--- src/design/vntg_ram.sv ---
`default_nettype none
// ----------------------------------------------------------------------------
// vntg_ram
// generic simple dual-port ram, one write and one registered read port
// ----------------------------------------------------------------------------
module vntg_ram #(
	parameter int WIDTH = 8,
	parameter int DEPTH = 16,
	localparam int AW = $clog2(DEPTH)
) (
	input  wire logic             clk,
	input  wire logic             we,
	input  wire logic [AW-1:0]    waddr,
	input  wire logic [WIDTH-1:0] wdata,
	input  wire logic             re,
	input  wire logic [AW-1:0]    raddr,
	output logic      [WIDTH-1:0] rdata
);

	logic [WIDTH-1:0] mem [DEPTH];

	always_ff @(posedge clk) begin
		if (we) begin
			mem[waddr] <= wdata;
		end
		if (re) begin
			rdata <= mem[raddr];
		end
	end

endmodule
`default_nettype wire

--- config.mk ---
export PLATFORM = sky130hd
export DESIGN_NAME = vntg_ram
export DESIGN_NICKNAME = d
export VERILOG_FILES = /design/src/design/vntg_ram.sv
export SDC_FILE = /design/constraint.sdc
export NUM_CORES = 1
export LEC_CHECK = 0
export ABC_AREA = 1
export BUFFER_PORTS_ARGS = -buffer_cell sky130_fd_sc_hd__buf_2
export CAP_MARGIN = 20
export CORE_MARGIN = 4
export CORE_UTILIZATION = 55
export CTS_BUF_LIST = sky130_fd_sc_hd__clkbuf_16
export DETAILED_ROUTE_END_ITERATION = 8
export GPL_ROUTABILITY_DRIVEN = 0
export PLACE_DENSITY = 0.78
export SYNTH_ARGS = -nofsm -noshare
export SYNTH_HDL_FRONTEND = slang
export SYNTH_SLANG_ARGS = --single-unit
--- constraint.sdc ---
create_clock -name clk -period 0.95 [get_ports clk]
set_input_delay 0.0475 -clock clk [delete_from_list [all_inputs] [get_ports clk]]
set_output_delay 0.0475 -clock clk [all_outputs]
set_load 0.01 [all_outputs]
Yosys cells after proc, flatten, opt, wreduce, memory -nomap -nowiden
Memories as Yosys holds them, arrays and structs flattened. A register that Yosys moved wholly into a read port is not among the register bits.
Cells that the tools add are included.
{"block": "word_totals", "rom_bits": 0, "ff_bits": 0, "out_inout_bits": 8, "mem_bits_rw": 128, "latchBits": 0, "mem_count": 1}
{"block": "classes", "n_mul": 0, "n_lt_le_gt_ge": 0, "div": 0, "muxes": 2, "shifts": 0, "n_reduce_logical": 0, "add_sub_neg": 0, "n_bitwise": 0, "n_eq_ne": 0}
{"memory": "mem", "words": 16, "width": 8, "rd": 1, "rd_ports_with_merged_regs": 1, "write_ports": 1, "line_no": "20", "text": "logic [WIDTH-1:0] mem [DEPTH];"}
{"operator": "$mux 1", "count": 2}

Longest topological paths before layout
{"block": "logic_depth", "depth_word": 2, "ltp_mapped": 8, "depth_no_buf": 7}

Worst setup path after synthesis
OpenSTA, ideal clock, no wires.
{"block": "synth_timing", "path_kind": "in2reg", "startpoint": "input waddr[3]", "endpoint": "memory mem[4][0] (enable)", "t_required_ns": 0.580, "path_stages": 2, "setup_ns": 0.370, "path_slack_ns": -0.048, "arrival_time_ns": 0.628, "n_path_buf": 0, "path_cell_list": "nand3b_1 > nor2_1"}
{"item": "start, declared", "line_no": "13", "text": "input wire logic [AW-1:0] waddr,"}
{"item": "end, declared", "line_no": "20"}
Straight into the memory's write port.

==> impl_metrics.yaml <==
setup_path:
  r2r-end: "rdata[3]"
  cp.required_ns: 1.12
  path_class: "register to register"
  r2r_cells: 6
  worstPathArrival_ns: 1.29
  worstPathMaxFanout: 1
  r2r-start: "mem[14][3]"
  cp-start-kind: "register"
  r2r_slack_ns: -0.17
  endpoint_kind: "register"
status:
  violations: "setup timing"
  status: "complete, but fails checks"
finish:
  fillCellCount: 653
  final_cell_area_mm2: 0.00726
  diodes: 0
  final_util: 0.703
  area_growth_pct: 24.1
  finish.net_count: 624
  drive_gt1_frac: 0.228
yosys:
  synth_edf_count: 136
  yosysMostFrequentCell: "nand2_1"
  avgSynthCellArea_um2: 10.6
  ys_warn_count: 0
  ys_ff_latch: 136
  yosysSeqAreaShare: 0.698
  post-synth-top-area-cell: "edfxtp_1"
  netlist_top_cells_area: "edfxtp_1 70%, nand2_1 11%, nand3_1 8.3%"
  synthFlopType: "edfxtp_1"
  async_flop_share: 0
  syn_area_mm2: 0.00585
  synth_cell_types: 11
  synthTopCellsByCount: "173 x nand2_1, 136 x edfxtp_1, 100 x inv_1"
  syn_inst: 551
  yosysTopAreaCellShare: 0.698
  synth_fp_nets: 570
floorplanning:
  rows: 37
  core-area_mm2: 0.0103
  ioPinCount: 27
  die_height_um: 111
  start_util: 0.566
  die_area_mm2: 0.0123
  fp.dieW_um: 111
min_path:
  min_to: "mem[8][6]"
  hold_class: "primary input to register"
  hp-start: "wdata[6]"
  hold-path-cell-count: 1
detailed_routing:
  avgViaCountPerCell: 5.48
  wirelength_um: 14200
  drtIter0Drc: 379
  dr_total_vias: 4133
  drc: 0
  ant_nets: 0
  wire_per_inst_um: 18.9
  dr.pass1.iters: 5
timing:
  hold_viol_final: 0
  tightest_slew_ns: 0.425
  finalSetupViolations: 16
  rsz0062_at_grt: "true"
  period_share: 1.18
  skew_ns: 0.00532
  fin_crit_ns: 1.12
  fin_ws_ns: -0.166
  holdWs_ns: 0.0311
  drv_slew: 0
  max_slew_margin: 0.717
  fmax_mhz: 896
clock_network:
  numClockSinks: 136
  cts_setup_buffers: 0
  clock-root-buffer: "clkbuf_16"
  clk_latency_ns: 0.42
  cts_buffer_depth: 2
  cts_tree: "yes"
  numCtsBuffers: 17
  htree_levels: 4
  clkTransAtPathRegs_ns: 0.06
placed_design:
  numPortBuffers: 26
  placed_cell_area_mm2: 0.00633
  dp_worst_setup_slack_ns: -0.294
  dp_hpwl_um: 8190
global_routing:
  grt_pass1_wl_um: 22000
  grt_max_degree: 30
  top_usage_layer: "met2"
  gr-total-overflow: 0
  gr-usage-met1: 0.289
  use_met3: 0.0650
  grt.met2_usage: 0.398
  grt_usage: 0.239
  grt_pass1_vias: 4149
  antenna_found_initial: 0
job:
  maxCapViolCount: 0
power:
  powerDensity_mw_per_mm2: 2120
  vdd_ir_drop_max_uv: 1380
  power_leakage_nw: 3.14
-- placed cells by master, fill, tap and decap left out, drive strengths merged --
cell / count
nand2: 173
edfxtp: 136
dlygate4sd3: 1
bufinv: 7
clkinv: 4
clkinvlp: 3
nand3b: 2
nor2: 17
nand3: 97
buf: 58
clkbuf: 17
inv: 103
-- registers in the layout, indices dropped and copies added, names as in the netlist --
name / cells
mem: 128
rdata: 8
-- stage by stage --
step	setup TNS, ns	instances	power [mW]
finish	-1.58	754	15.4
global route	-2.19	754	15.7
CTS	-1.50	754	15.3
detailed placement	-10.92	721	7.80
global placement	-8.69	721	7.78
floorplan	-4.00	551	7.41
-- how the worst max path moves through the flow --
stage	start	end	slack [ns]
after floorplan	waddr[2]	mem[10][0]	-0.05
after global placement	raddr[0]	rdata[2]	-0.27
after detailed placement	raddr[0]	rdata[7]	-0.29
after CTS	mem[14][3]	rdata[3]	-0.15
after global routing	mem[3][2]	rdata[2]	-0.21
final	mem[14][3]	rdata[3]	-0.17
-- logic make-up (layout without fill, tap and decap cells) --
logic type,count (synthesis),count (layout),share of synthesized area
AND/OR/NAND/NOR,289,289,0.208
buffers and inverters,126,193,0.0939
flip-flops,136,136,0.698
-- worst max-delay path, stage by stage (launching register included) --
cell and delay (ns):
edfxtp_1 0.42, inv_2 0.08, nand2_1 0.06, nand3_1 0.08, nand3_1 0.09, nand3_2 0.09
nand2_1 0.05
-- power by group --
part	internal (mW)	switching, mW	total, mW
Combinational	0.332	0.680	1.01
Clock	5.14	2.41	7.55
Sequential	6.76	0.0416	6.80
Total	12.2	3.13	15.4
-- layer usage --
| layer | routed length [um] | share of wire |
|---|---|---|
| met3 | 1240 | 0.087 |
| met4 | 394 | 0.028 |
| met1 | 5380 | 0.38 |
| met5 | 0 | 0 |
| met2 | 7240 | 0.51 |
-- final cells by class --
type                    count  area [um2]  area share
flip-flops and latches    136        4080       0.563
multi-input cells         289        1460       0.201
repair buffers             59         480      0.0662
clock buffers              17         425      0.0586
inverters                 102         383      0.0528
clock inverters            15         256      0.0354
well taps                 136         170      0.0235
-- what timing repair did --
| action | CTS | global route |
|---|---|---|
| pin swaps | 22 | 16 |
| hold buffers | 1 | 0 |
| resized for setup | 30 | 23 |
| setup endpoints to repair | 16 | 16 |
| hold endpoints to repair | 8 | 0 |
(Power assumes the default switching activity.)
