[config.mk]
export PLATFORM = sky130hd
export DESIGN_NAME = vntg_div
export DESIGN_NICKNAME = d
export VERILOG_FILES = /design/src/design/vntg_pkg.sv /design/src/design/vntg_div.sv
export SDC_FILE = /design/constraint.sdc
export NUM_CORES = 1
export LEC_CHECK = 0
export ABC_AREA = 1
export BUFFER_PORTS_ARGS = -buffer_cell sky130_fd_sc_hd__buf_2
export CAP_MARGIN = 20
export CORE_MARGIN = 3
export CORE_UTILIZATION = 35
export CTS_CLUSTER_DIAMETER = 200
export DETAILED_ROUTE_END_ITERATION = 8
export SLEW_MARGIN = 20
export SYNTH_ARGS = -nofsm -noshare
export SYNTH_HDL_FRONTEND = slang
export SYNTH_SLANG_ARGS = --single-unit
[constraint.sdc]
create_clock -name clk -period 4 [get_ports clk]
set_input_delay 0.8 -clock clk [delete_from_list [all_inputs] [get_ports clk]]
set_output_delay 0.8 -clock clk [all_outputs]
set_load 0.05 [all_outputs]
[src/design/vntg_pkg.sv]
`default_nettype none
// ----------------------------------------------------------------------------
// vntg_pkg
// shared types, formats and widths of the vertex normal and tangent generator
// ----------------------------------------------------------------------------
package vntg_pkg;

	localparam int VERTEX_COUNT = 1024;
	localparam int IDX_W        = 10;

	// command codes
	localparam logic [1:0] CMD_LOAD = 2'd0;
	localparam logic [1:0] CMD_TRI  = 2'd1;
	localparam logic [1:0] CMD_READ = 2'd2;

	// iterative units
	localparam int SQ_W       = 64;
	localparam int ROOT_W     = SQ_W / 2;
	localparam int SQRT_STEPS = SQ_W / 2;
	localparam int DIV_W      = 64;

	typedef struct packed {
		logic [1:0]        cmd;
		logic [IDX_W-1:0]  vertex_index;
		logic [IDX_W-1:0]  second_corner;
		logic [IDX_W-1:0]  third_corner;
		logic signed [15:0] pos_x;
		logic signed [15:0] pos_y;
		logic signed [15:0] pos_z;
		logic signed [15:0] tex_u;
		logic signed [15:0] tex_v;
	} in_item_t;

	typedef struct packed {
		logic [IDX_W-1:0]   out_vertex;
		logic signed [15:0] normal_x;
		logic signed [15:0] normal_y;
		logic signed [15:0] normal_z;
		logic signed [31:0] tangent_x;
		logic signed [31:0] tangent_y;
		logic signed [31:0] tangent_z;
		logic signed [31:0] bitangent_x;
		logic signed [31:0] bitangent_y;
		logic signed [31:0] bitangent_z;
	} out_item_t;

	// vertex store word: Q8.8 position, Q4.12 uv
	typedef struct packed {
		logic signed [15:0] pos_x;
		logic signed [15:0] pos_y;
		logic signed [15:0] pos_z;
		logic signed [15:0] tex_u;
		logic signed [15:0] tex_v;
	} vtx_t;

	// attribute store word: Q9.14 normal sums, Q16.16 tangent frame
	typedef struct packed {
		logic signed [23:0] sum_x;
		logic signed [23:0] sum_y;
		logic signed [23:0] sum_z;
		logic signed [31:0] tan_x;
		logic signed [31:0] tan_y;
		logic signed [31:0] tan_z;
		logic signed [31:0] bit_x;
		logic signed [31:0] bit_y;
		logic signed [31:0] bit_z;
	} attr_t;

endpackage
`default_nettype wire

[src/design/vntg_div.sv]
`default_nettype none
// ----------------------------------------------------------------------------
// vntg_div
// restoring unsigned divider, one quotient bit per cycle
// ----------------------------------------------------------------------------
module vntg_div (
	input  wire logic                       clk,
	input  wire logic                       arst_n,
	input  wire logic                       start,
	input  wire logic [vntg_pkg::DIV_W-1:0] dividend,
	input  wire logic [vntg_pkg::DIV_W-1:0] divisor,
	output logic                            done,
	output logic      [vntg_pkg::DIV_W-1:0] quotient
);

	localparam int DW    = vntg_pkg::DIV_W;
	localparam int CNT_W = $clog2(DW);

	logic [DW-1:0]    rem_q, quo_q, dvs_q;
	logic [CNT_W-1:0] cnt_q;
	logic             busy_q, done_q;
	logic [DW-1:0]    trial;
	logic             ge;

	// remainder stays below the divisor, so its top bit is never needed
	assign trial    = {rem_q[DW-2:0], quo_q[DW-1]};
	assign ge       = trial >= dvs_q;
	assign done     = done_q;
	assign quotient = quo_q;

	always_ff @(posedge clk or negedge arst_n) begin
		if (!arst_n) begin
			busy_q <= 1'b0;
			done_q <= 1'b0;
			cnt_q  <= '0;
		end else begin
			done_q <= 1'b0;
			if (start) begin
				busy_q <= 1'b1;
				cnt_q  <= '0;
			end else if (busy_q) begin
				cnt_q <= cnt_q + 1'b1;
				if (cnt_q == CNT_W'(DW - 1)) begin
					busy_q <= 1'b0;
					done_q <= 1'b1;
				end
			end
		end
	end

	always_ff @(posedge clk) begin
		if (start) begin
			rem_q <= '0;
			quo_q <= dividend;
			dvs_q <= divisor;
		end else if (busy_q) begin
			rem_q <= ge ? (trial - dvs_q) : trial;
			quo_q <= {quo_q[DW-2:0], ge};
		end
	end

endmodule
`default_nettype wire

# ---- After elaboration in Yosys (flattened, before gate mapping)
# Cells that the tools add are included.
dict set report totals {
  regBits 199
  out_inout_bits 65
  input_bits 131
}
dict set report op_classes {
  mux 11
  eq_ne 1
  reduce_logical 1
  order_cmp 1
  n_addsub 2
}
# op n
set ops {}
lappend ops {{$mux 64} 2}
lappend ops {{$ge 64x64->1} 1}
lappend ops {{$mux 63} 1}
lappend ops {{$sub 63x63->63} 1}
lappend ops {{$mux 6} 2}
lappend ops {{$add 6x1->6 const B} 1}
lappend ops {{$eq 6x6->1 const B} 1}
lappend ops {{$mux 1} 6}
lappend ops {{$reduce_bool 2->1} 1}

# ---- Longest topological paths before layout
dict set report logic_depth {
  word_depth 4
  mapped_depth 20
  mapped_depth_nobuf 18
}

# ---- Least setup slack after synthesis
# Ideal clock, no wire load.
dict set report synth_path {
  kind {input to register}
  startpoint {input port start}
  endpoint {register quo_q[0] (netlist: quotient[0]), enable pin}
  path_buffers 1
  t_arrival_ns 2.972
  slack_ns 0.574
  cell_stages 3
  path_cell_list {nor2_1 -> inv_1 -> clkbuf_1}
}
dict set report synth_between {
  elab_chain_cells 1
}
# element line_no
set synth_lines {}
lappend synth_lines {{start: declaration} vntg_div.sv:9} ;# input wire logic start,
lappend synth_lines {{$reduce_bool 2->1 (no line)} --}
lappend synth_lines {{end signal: assignment} vntg_div.sv:54} ;# quo_q <= dividend;
lappend synth_lines {{end signal: assignment} vntg_div.sv:58} ;# quo_q <= {quo_q[DW-2:0], ge};
lappend synth_lines {{end: declaration} vntg_div.sv:19} ;# logic [DW-1:0] rem_q, quo_q, dvs_q;
# No other way between the ends.
# A chain may end at the register's enable or synchronous reset.

# ---- Worst setup path in the final report
dict set report layout_path {
  startpoint {register quo_q[63] (netlist: quotient[63])}
  endpoint {register rem_q[2]}
}
dict set report layout_between {
  elab_chain_cells 2
  word_cells_on_any_way 3
}
# element line_no
set layout_lines {}
lappend layout_lines {{$sub 63x63->63 or $ge 64x64->1 (tied branches)} {vntg_div.sv:57, vntg_div.sv:27}}
lappend layout_lines {{$mux 63 *} vntg_div.sv:57} ;# rem_q <= ge ? (trial - dvs_q) : trial;
lappend layout_lines {{end signal: assignment} vntg_div.sv:57}
lappend layout_lines {{end: declaration} vntg_div.sv:19}
# Mark *: on every way between the ends. The rest lies on a longest branch, timed or not.

==> results.md <==
- Worst endpoint data arrival time: 3.43 ns
- Clock latency on the worst-skew pair: 0.50 ns
- Post-place instance area: 15800 µm²
- # fillers: 4388
- Register Area: 5310 µm²
- Pre-CTS setup slack: 0.931 ns
- Post-DP HPWL: 36.1 mm
- Synth top area share: 26.8%
- Setup crit start: quotient[63]$_DFFE_PP_
- Clock Sinks: 199
- Synth Area in Compound Gates: 3.49%
- Crit path time final: 3.07 ns
- Crit start category: flip-flop
- Post-synthesis mux area share: 0%
- I/O pin cnt: 196
- Post-synthesis adder-cell area fraction: 5.80%
- Synth Flop Type: edfxtp_1
- Mean post-synth cell area: 6.55 µm²
- Crit path max fanout: 63
- Die Y: 209 µm
- Final core utilization: 40.9%
- Max-cap violation count: 0
- Vias in the first global route: 13200
- DIE AREA: 43500 µm²
- Number of buffers created by CTS: 17
- Final Worst Setup Slack: 0.932 ns
- Post-synth EDFFs: 128
- Clock Tree Buf Depth: 2
- First-pass GRT wire length: 71.8 mm
- Synthesized area: 14400 µm²
- Netlist cell types: 39
- Synthesized Nets: 2390
- DR vias: 13500
- TritonCTS clock tree: yes
- Synthesis-to-finish area growth: 14.2%
- Area contributors post-synth: edfxtp_1 27%, nand2_1 25%, inv_1 12%
- Hold WC Path Type: in2async
- Crit end category: flip-flop
- Unrepaired setup endpoints after global routing: false
- WS Path Type: reg2reg
- Post-CTS setup buffers: 0
- Gates resized, CTS repair: 0
- Ys async rst share: 4.02%
- Part of the cycle the worst path needs: 76.7%
- Total Nets Final: 2569
- Root Buffer: clkbuf_16
- Final instance area: 16400 µm²
- Multi-input gate area in the final layout: 7040 µm²
- Post-synthesis xor/xnor area fraction: 1.83%
- Post-route ant nets: 0
- Slew Limit Fails: 0
- FF-to-FF Start: quotient[63]$_DFFE_PP_
- GRT Util Overall: 21.2%
- Hold bufs inserted after CTS: 0
- Relative slew slack: 43.7%
- Hold Vio Cnt, Final: 0
- Max IR drop VDD: 0.296 mV
- Largest family of logic cells by synthesized area: simple AND/OR/NAND/NOR gates
- Width of the chip: 209 µm
- Drt drc: 0
- Post-synth top area cell: edfxtp_1
- Cell Pwr Density: 299 nW/µm²
- Cell Rows: 73
- Lkg Pwr: 9.37 nW
- DR pass1 iterations: 6
- Routed wire length: 45.6 mm
- GPL Wtd Cong: 0.992
- Largest net degree at the start of global routing: 94
- Remaining Overflow, GRT: 0
- Post-synth top cells: 946 x nand2_1, 448 x inv_1, 150 x nand3_1, 128 x edfxtp_1, 88 x nor2_1
- Number of synthesized register bits: 199
- Synth Instances: 2193
- Seq/Total Area, Yosys: 36.9%
- Final setup vio count: 0
- Core area: 40100 µm²
- Initial core utilization: 35.8%
- Max Freq: 326 MHz
- Fraction of the mapped netlist area in simple logic gates: 37.8%
- CTS clk-pin slew, worst paths: 0.08 ns
- Ys Warns: 0
- Setup_tns: 0 ns
- Fin Clk Skew: 0.0193 ns
- Outcome: complete, no violations
- Proportion of layout cells with a drive suffix above 1: 12.9%
- Initial antenna violation count: 2
- CTS H-Tree Depth: 4
- Drt via density: 4.63
- Port bufs: 195
- Worst Tran Pin Value: 0.844 ns
- Drt first-iter violations: 736
- Required @ worst endpoint: 4.37 ns
- Most common cell in the netlist: nand2_1
- Routed len/inst: 15.7 µm
[routing by layer]
metal	wire [µm]	vias to the layer above	track usage [%]
li1	-	7020	-
met1	21100	6050	27.7
met2	20100	359	33.8
met3	2980	55	5.71
met4	1340	2	7.90
met5	13	-	0
[report_power, final]
part / switching, mW / internal (mW) / total [mW] / leakage (nW)
Clock: 0.892 / 0.833 / 1.72 / 0.272
Sequential: 0.0580 / 2.32 / 2.37 / 1.94
Combinational: 0.574 / 0.225 / 0.799 / 7.15
Total: 1.52 / 3.37 / 4.90 / 9.37
[per-stage QoR]
step	total power, mW	std cells	hold slack [ns]
after global placement	3.22	2877	0.453
final	4.90	2911	0.144
after global routing	5.15	2910	0.116
after floorplan	2.95	2193	0.432
after CTS	5.00	2909	0.0871
after detailed placement	3.22	2877	0.450
[path summary, 6_finish.rpt]
check / endpoint / slack, ns / cells after the start
max: rem_q[2]$_SDFFE_PP0P_ / 0.93 / 17
min: cnt_q[1]$_DFFE_PN0P_ / 0.14 / 1
max reg2reg: rem_q[2]$_SDFFE_PP0P_ / 0.93 / 17
min reg2reg: rem_q[62]$_SDFFE_PP0P_ / 0.46 / 2
max in group asynchronous: cnt_q[2]$_DFFE_PN0P_ / 3.68 / 1
min in group clk: rem_q[62]$_SDFFE_PP0P_ / 0.46 / 2
[layout make-up]
type                            instances  area share (%)
Clock buffer                           19            2.70
Sequential cell                       199            32.4
Antenna cell                            1          0.0153
Timing Repair Buffer                  206            6.59
Multi-Input combinational cell       1483            43.0
Inverter                              465            10.7
Clock inverter                         13           0.710
Tap cell                              525            4.01
[cell families (layout without fill, tap and decap cells)]
| group | after synthesis | count (layout) |
|---|---|---|
| other cells | 0 | 1 |
| simple gates | 1291 | 1291 |
| fa+ha+maj | 66 | 66 |
| flops | 199 | 199 |
| xor+xnor | 30 | 30 |
| compound gates | 96 | 96 |
| buf+inv | 511 | 703 |
[sequential cells by signal, summed over array words and instances (netlist names)]
name      flops
cnt_q         6
dvs_q        64
done          1
quotient     64
rem_q        63
busy_q        1
[critical path: stages (launching register included)]
cell and delay, ns:
edfxtp_1 0.35, inv_1 0.06, ha_1 0.22, fa_1 0.41, inv_1 0.11, nand2_1 0.06, nand2_1 0.09, nand3_2 0.07
nand2_2 0.12, nand2_2 0.06, nand2_2 0.08, nand2_2 0.06, nand3_2 0.08, nand2_4 0.20, nand2_4 0.64, nand2_1 0.12
nand3_1 0.10, o21ai_0 0.09
[placed cells by master, fill, tap and decap left out, types with 2 or more instances in the layout]
master / Yosys / final
xor2_1: 4 / 4
nor2_1: 88 / 86
dfrtp_1: 8 / 8
buf_2: 8 / 194
o21bai_1: 3 / 3
nand3b_1: 27 / 27
clkinv_1: 1 / 2
and2_1: 2 / 2
edfxtp_1: 128 / 128
nand3_1: 150 / 150
inv_1: 448 / 447
xnor2_1: 26 / 26
inv_2: 16 / 16
a21oi_1: 48 / 48
nand4_1: 10 / 10
inv_8: 0 / 4
clkinvlp_4: 0 / 2
o21ai_0: 28 / 28
buf_4: 5 / 11
dfxtp_1: 63 / 63
nand3_2: 19 / 19
nand2_4: 3 / 3
clkinv_2: 0 / 3
nor2_2: 12 / 13
nand2_2: 12 / 12
o21ai_1: 12 / 12
inv_6: 0 / 2
nor3_1: 14 / 14
nand2_1: 946 / 946
clkbuf_16: 0 / 17
ha_1: 65 / 65
nor4_1: 2 / 2
nor2_4: 3 / 4
Note: power is estimated with default switching activity, not from simulation.
